$ cat src/rtl/core/trd_pkg.sv
package trd_pkg;

    // Screen and vertex format
    localparam int SCREEN_W    = 1024;
    localparam int SCREEN_H    = 1024;
    localparam int SUB_BITS    = 4;
    localparam int STORE_DEPTH = SCREEN_W * SCREEN_H;
    localparam int ADDR_W      = $clog2(STORE_DEPTH);

    localparam int DEPTH_W = 24;
    localparam int TEX_W   = 17;
    localparam logic [DEPTH_W-1:0] DEPTH_MAX = '1;
    localparam logic [TEX_W-1:0]   TEX_MAX   = 17'd65536;

    // Shared arithmetic units
    localparam int MUL_W  = 25;
    localparam int DIV_NW = 60;
    localparam int DIV_DW = 50;
    localparam int RECIP_SHIFT  = 40;
    localparam int WEIGHT_SHIFT = 16;

    // Item codes
    localparam logic OP_VERTEX   = 1'b0;
    localparam logic OP_PIXEL    = 1'b1;
    localparam logic KIND_VERTEX = 1'b0;
    localparam logic KIND_PIXEL  = 1'b1;
    localparam logic [1:0] SLOT_LAST = 2'd2;
    localparam logic [1:0] CORNER_LAST = 2'd2;

    // Cross product schedule
    localparam logic [2:0] CR_E0 = 3'd0;
    localparam logic [2:0] CR_E1 = 3'd1;
    localparam logic [2:0] CR_E2 = 3'd2;
    localparam logic [2:0] CR_S  = 3'd3;
    localparam logic [2:0] CR_N0 = 3'd4;
    localparam logic [2:0] CR_N1 = 3'd5;
    localparam logic [2:0] CR_N2 = 3'd6;
    localparam int NUM_CROSS = 7;

    typedef enum logic [4:0] {
        ST_CLEAR,
        ST_IDLE,
        ST_VTX_BOX,
        ST_PIX_DIFF,
        ST_CR_A,
        ST_CR_B,
        ST_CR_C,
        ST_COVER,
        ST_W_DIV,
        ST_W_WAIT,
        ST_Q_DIV,
        ST_Q_WAIT,
        ST_T_MLO,
        ST_T_MHI,
        ST_T_ACC,
        ST_Z_DIV,
        ST_Z_WAIT,
        ST_B_MLO,
        ST_B_MHI,
        ST_B_ACC,
        ST_B_DIV,
        ST_B_WAIT,
        ST_RD,
        ST_TEST,
        ST_DONE
    } state_t;

    typedef struct packed {
        logic              start;
        logic [DIV_NW-1:0] num;
        logic [DIV_DW-1:0] den;
    } div_req_t;

    typedef struct packed {
        logic              done;
        logic [DIV_NW-1:0] quo;
    } div_rsp_t;

endpackage

$ cat src/rtl/core/trd_div.sv
module trd_div (
    input  logic               aclk,
    input  logic               aresetn,
    input  trd_pkg::div_req_t  req,
    output trd_pkg::div_rsp_t  rsp
);

    localparam int CNT_W = $clog2(trd_pkg::DIV_NW + 1);

    logic [trd_pkg::DIV_NW-1:0] work_reg;
    logic [trd_pkg::DIV_DW-1:0] rem_reg;
    logic [trd_pkg::DIV_DW-1:0] den_reg;
    logic [CNT_W-1:0]           cnt_reg;
    logic                       busy_reg;
    logic                       done_reg;
    logic [trd_pkg::DIV_DW:0]   trial;
    logic [trd_pkg::DIV_DW:0]   diff;
    logic                       fits;

    // restoring step: shift one dividend bit in, subtract when it fits
    always_comb begin
        trial = {rem_reg, work_reg[trd_pkg::DIV_NW-1]};
        diff  = trial - {1'b0, den_reg};
        fits  = trial >= {1'b0, den_reg};
    end

    always_ff @(posedge aclk) begin
        if (!aresetn) begin
            busy_reg <= 1'b0;
            done_reg <= 1'b0;
            cnt_reg  <= '0;
        end else begin
            done_reg <= 1'b0;
            if (!busy_reg && req.start) begin
                busy_reg <= 1'b1;
                cnt_reg  <= CNT_W'(trd_pkg::DIV_NW);
            end else if (busy_reg) begin
                cnt_reg <= cnt_reg - 1'b1;
                if (cnt_reg == CNT_W'(1)) begin
                    busy_reg <= 1'b0;
                    done_reg <= 1'b1;
                end
            end
        end
    end

    always_ff @(posedge aclk) begin
        if (!busy_reg && req.start) begin
            work_reg <= req.num;
            den_reg  <= req.den;
            rem_reg  <= '0;
        end else if (busy_reg) begin
            rem_reg  <= fits ? diff[trd_pkg::DIV_DW-1:0] : trial[trd_pkg::DIV_DW-1:0];
            work_reg <= {work_reg[trd_pkg::DIV_NW-2:0], fits};
        end
    end

    assign rsp.done = done_reg;
    assign rsp.quo  = work_reg;

endmodule

$ cat config.mk
export PLATFORM = sky130hd
export DESIGN_NAME = trd_div
export DESIGN_NICKNAME = d
export VERILOG_FILES = /design/src/rtl/core/trd_pkg.sv /design/src/rtl/core/trd_div.sv
export SDC_FILE = /design/constraint.sdc
export NUM_CORES = 1
export LEC_CHECK = 0
export BUFFER_PORTS_ARGS = -buffer_cell sky130_fd_sc_hd__buf_2
export CAP_MARGIN = 20
export CORE_MARGIN = 2
export CORE_UTILIZATION = 40
export DETAILED_ROUTE_END_ITERATION = 10
export PLACE_DENSITY = 0.63
export SLEW_MARGIN = 20
export SYNTH_ARGS = -nofsm -noshare
export SYNTH_HDL_FRONTEND = slang
export SYNTH_SLANG_ARGS = --single-unit
$ cat constraint.sdc
create_clock -name aclk -period 4.3 [get_ports aclk]
set_clock_uncertainty 0.2 [all_clocks]
set_input_delay 0.86 -clock aclk [delete_from_list [all_inputs] [get_ports aclk]]
set_output_delay 0.86 -clock aclk [all_outputs]
set_load 0.005 [all_outputs]
; ---- Word level (Yosys, flattened, before mapping)
; Index checks and enable logic that the tools add are counted.
[word_totals]
input_bits = 113
word_cells = 27
register_bits = 168
output_inout_bits = 61
[classes]
n_bitwise = 2
muxes = 9
order_cmp = 1
n_reduce_logical = 5
n_eq_ne = 1
add_sub_neg = 2
[ops]
columns = cell, count
row1 = two-way mux 60 bit, 2
row2 = >= comparator 51 x 50 -> 1 bit, 1
row3 = two-way mux 50 bit, 1
row4 = subtractor 50 bit, 1
row5 = two-way mux 6 bit, 2
row6 = "equality test 6 x 1 -> 1 bit, second input constant", 1
row7 = "subtractor 6 x 1 -> 6 bit, second input constant", 1
row8 = two-way mux 1 bit, 4
row9 = OR reduction 3 bit, 1
row10 = inverter 1 bit, 2
row11 = nonzero test 2 bit, 1
row12 = OR reduction 2 bit, 1
row13 = logical AND 1 bit, 1
row14 = logical NOT 1 bit, 1

; ---- Depth between registers and ports, before layout
[depth]
ltp_word = 4
depth_mapped = 13
ltp_nobuf = 13

; ---- Worst setup path before layout
; No wires, ideal clock.
[synth_timing]
path_kind = input to register
from = input port req[110] in the netlist's numbering
to = register work_reg[51] in the netlist's numbering (data pin)
required_time_ns = 3.837
slack_ns = 0.515
cell_stages = 4
arrival_time_ns = 3.322
path_cell_list = nor2b_1 -> clkbuf_1 -> clkbuf_1 -> mux2_2
[synth_via]
elab_chain_cells = 2
[synth_rtl]
columns = element, line_no
row1 = start: declaration, trd_div.sv:4  ; input trd_pkg::div_req_t req,
row2 = logical AND 1 bit, trd_div.sv:48  ; if (!busy_reg && req.start) begin
row3 = two-way mux 60 bit, trd_div.sv:48
row4 = end signal: assignment, trd_div.sv:49  ; work_reg <= req.num;
row5 = end signal: assignment, trd_div.sv:54  ; work_reg <= {work_reg[trd_pkg::DIV_NW-2:0], fits};
row6 = end: declaration, trd_div.sv:10  ; logic [trd_pkg::DIV_NW-1:0] work_reg;
; No other way between the ends.
; A chain may end at the register's enable or synchronous reset.

; ---- Worst setup path in the final report
[layout_timing]
from = register work_reg[59] in the netlist's numbering
to = register rem_reg[44] in the netlist's numbering
[layout_via]
elab_chain_cells = 2
elab_cells_between_ends = 3
[layout_rtl]
columns = element, line_no
row1 = subtractor 50 bit or >= comparator 51 x 50 -> 1 bit (tied branches), "trd_div.sv:23, trd_div.sv:24"
row2 = two-way mux 50 bit (*), trd_div.sv:53  ; rem_reg <= fits ? diff[trd_pkg::DIV_DW-1:0] : trial[trd_pkg::DIV_DW-1:0];
row3 = end signal: assignment, trd_div.sv:53
row4 = end: declaration, trd_div.sv:11  ; logic [trd_pkg::DIV_DW-1:0] rem_reg;
; Mark *: on every way between the ends. The rest lies on a longest branch, timed or not.

==> flow_metrics.tcl <==
set metrics [dict create \
    core_area_um2 24100 \
    worstMarginPinSlew_ns 0.735 \
    cp-end-kind "flop" \
    path_clk_slew_ns 0.07 \
    final_util 0.473 \
    synth.top_cell.area_share 0.340 \
    largest_register_ffs 60 \
    dominantRegCellSynth "edfxtp_1" \
    grt_start_max_net_pins 52 \
    port_buffers 173 \
    synth_top_family_by_area "compound AO/OA/AOI/OAI gates" \
    rows 57 \
    layout-drive-gt1-share 0.268 \
    syn-cell-area_um2 9710 \
    critical_path_class "reg -> reg" \
    path_delay_family "compound AO/OA/AOI/OAI gates" \
    wl_um 24400 \
    synth_nets 1100 \
    crit_cells 14 \
    ys_seq_area_frac 0.460 \
    n_antenna_cell 0 \
    worstHoldStart "rem_reg[28]" \
    p_sw_mw 1.09 \
    post-route-period-util 0.875 \
    synthMuxAreaShare 0.104 \
    cp_cell_sequence "inv_1 -> ha_1 -> inv_1 -> fa_1 -> a21oi_1 -> o211ai_1 -> o21ai_0 -> o2111ai_1 -> a311oi_1 -> buf_4 -> o41ai_1 -> xor2_1 -> mux2i_1 -> o21ai_1" \
    track_usage 0.195 \
    cts_setup_buffers 0 \
    rsz0062_at_grt "false" \
    root_buffer "clkbuf_16" \
    maxCapViolations 0 \
    dieArea_um2 25500 \
    synthSimpleGateAreaFrac 0.101 \
    drtIter0Drc 554 \
    cts.sinks 168 \
    cp_slowest_cell "o21ai_0" \
    ys_types 67 \
    hp-class "reg -> reg" \
    syn_inst 934 \
    crit_arrival_ns 3.88 \
    comb_power_share 0.124 \
    p_clk_frac 0.392 \
    ir_worst_vdd_uv 205 \
    cp-start-kind "flop" \
    postCtsResizedCells 0 \
    required_ns 4.42 \
    synthTopCellsByCount "110 x edfxtp_1, 82 x nand2_1, 69 x inv_1, 65 x a21oi_1, 60 x mux2_2" \
    setup_viol 0 \
    htreeDepth 4 \
    grt_pass1_wl_um 39600 \
    yosysMostFrequentCell "edfxtp_1" \
    status "completed" \
    ys_async_sr_fraction 0 \
    die_h_um 160 \
    synth_fa_ha_area_frac 0.0691 \
    dpl.hpwl_um 18100 \
    synthTopCellsByArea "edfxtp_1 34%, dfxtp_1 12%, mux2_2 7.0%" \
    synth_compound_area_frac 0.169 \
    r2r-start "work_reg[59]" \
    grt_pass1_vias 7581 \
    start_util 0.403 \
    drt-vias-per-instance 5.33 \
    drcViolationCount 0 \
    pin_count 174 \
    crit_buf_inv 3 \
    antenna_found_initial 1 \
    vias 7594 \
    path_common_cell "inv_1" \
    layout_min_cycle_time_ns 3.76 \
    cp_slowest_stage_delay_ns 0.54 \
    leakage_nw 4.72 \
    tns_ns 0 \
    powerDensity_nw_per_um2 347 \
    crit_fanout 5 \
    regArea_um2 4460 \
    cts_tree "yes" \
    seq_power_share 0.484 \
    internal-power_mw 2.87 \
    nets 1255 \
    syn-mean-instance-area_um2 10.4 \
    area_delta_synth_final_pct 17.5 \
    slew_headroom 0.506 \
    slew_viol_final 0 \
    dp_cells 1394 \
    grt-ovfl-total 0 \
    yosysTopAreaCell "edfxtp_1" \
    fillers 2365 \
    cts_buffer_depth 2 \
    synthXorXnorAreaFrac 0.0406 \
    die-width_um 160 \
    timing.fmax_ghz 0.266 \
    multiInputGateArea_um2 4700 \
    drtAntennaViolNets 0 \
    synth_warnings 0 \
    cp-startpoint "work_reg[59]" \
    r2r_cells 14 \
    hold_depth 2 \
    hold_viol_final 0 \
    swShare 0.275 \
    clk_latency_ns 0.44 \
    post_drt_wl_per_cell_um 17.1 \
    cts_hold_buffers 0 \
    place.gp.congestion 0.936 \
    synth_edf_count 110 \
    fin_cells 1426 \
    drt_first_pass_iters 5 \
    cts_buffers 17 \
    ys_seq_elements 168 \
]
[through the flow]
stage	power [mW]	instance area, um^2	hold WS (ns)	worst slack [ns]
after floorplan	2.24	9710	0.245	0.515
after global placement	2.44	10800	0.256	0.604
after detailed placement	2.44	10800	0.259	0.567
after CTS	4.01	11400	0.272	0.555
after global routing	4.13	11400	0.286	0.298
final	3.96	11400	0.269	0.539
[cell usage in the layout, fill, tap and decap left out, types with 6 or more instances in the layout]
master,synthesis,routed
buf_2,8,173
edfxtp_1,110,110
nand2_1,82,82
inv_1,69,68
a21oi_1,65,65
mux2_2,60,60
dfxtp_1,58,58
ha_1,52,52
o21ai_0,48,48
mux2i_1,33,33
xnor2_1,32,32
nor2_1,28,27
o21ai_1,27,27
nand4_1,22,22
a21o_1,22,22
nor3_1,17,17
clkbuf_16,0,17
buf_4,5,15
a31oi_1,13,13
a32oi_1,13,13
xor2_1,13,13
a211oi_1,11,11
o21bai_1,9,9
o31ai_1,8,8
nand3_1,7,7
o21a_1,6,6
nor3b_1,6,6
clkinv_8,0,6
[power by group through the flow]
stage / combinational (mW) / clock [mW] / sequential, mW
detailed placement: 0.493 / 0 / 1.95
global route: 0.546 / 1.65 / 1.93
CTS: 0.495 / 1.59 / 1.92
global placement: 0.491 / 0 / 1.95
floorplan: 0.289 / 0 / 1.95
finish: 0.492 / 1.55 / 1.92
[path summary, 6_finish.rpt]
check | endpoint | slack, ns
setup / recovery | rem_reg[44] | 0.54
hold / removal | rem_reg[28] | 0.27
setup reg to reg | rem_reg[44] | 0.54
hold reg to reg | rem_reg[28] | 0.27
[routing by layer]
metal	up-vias	part of all wire	GRT usage	wire [um]
li1	3760	-	-	-
met1	3559	0.46	0.260	11200
met2	252	0.45	0.311	11100
met3	21	0.076	0.0556	1860
met4	2	0.011	0.0549	274
met5	-	0.00053	0	13
[worst register-to-register path, stage by stage, from the launching register on]
cell and delay, ns:
edfxtp_1 0.38, inv_1 0.09, ha_1 0.15, inv_1 0.06, fa_1 0.40, a21oi_1 0.21
o211ai_1 0.21, o21ai_0 0.54, o2111ai_1 0.32, a311oi_1 0.32, buf_4 0.19, o41ai_1 0.08
xor2_1 0.16, mux2i_1 0.23, o21ai_1 0.09
[kinds of logic (layout without fill, tap and decap cells)]
family          Yosys count  count (layout)
fa+ha+maj                53              53
xor+xnor                 45              45
flops                   168             168
mux                      93              93
simple gates            199             199
compound gates          255             255
buf+inv                 121             289
[final cells by class]
type,count,area share
tap,324,0.0355
sequential,168,0.391
timing repair buffer,188,0.0858
clock inverter,15,0.0157
multi-input combinational,645,0.412
inverter,69,0.0227
clock buffer,17,0.0373
(Power assumes the default switching activity.)
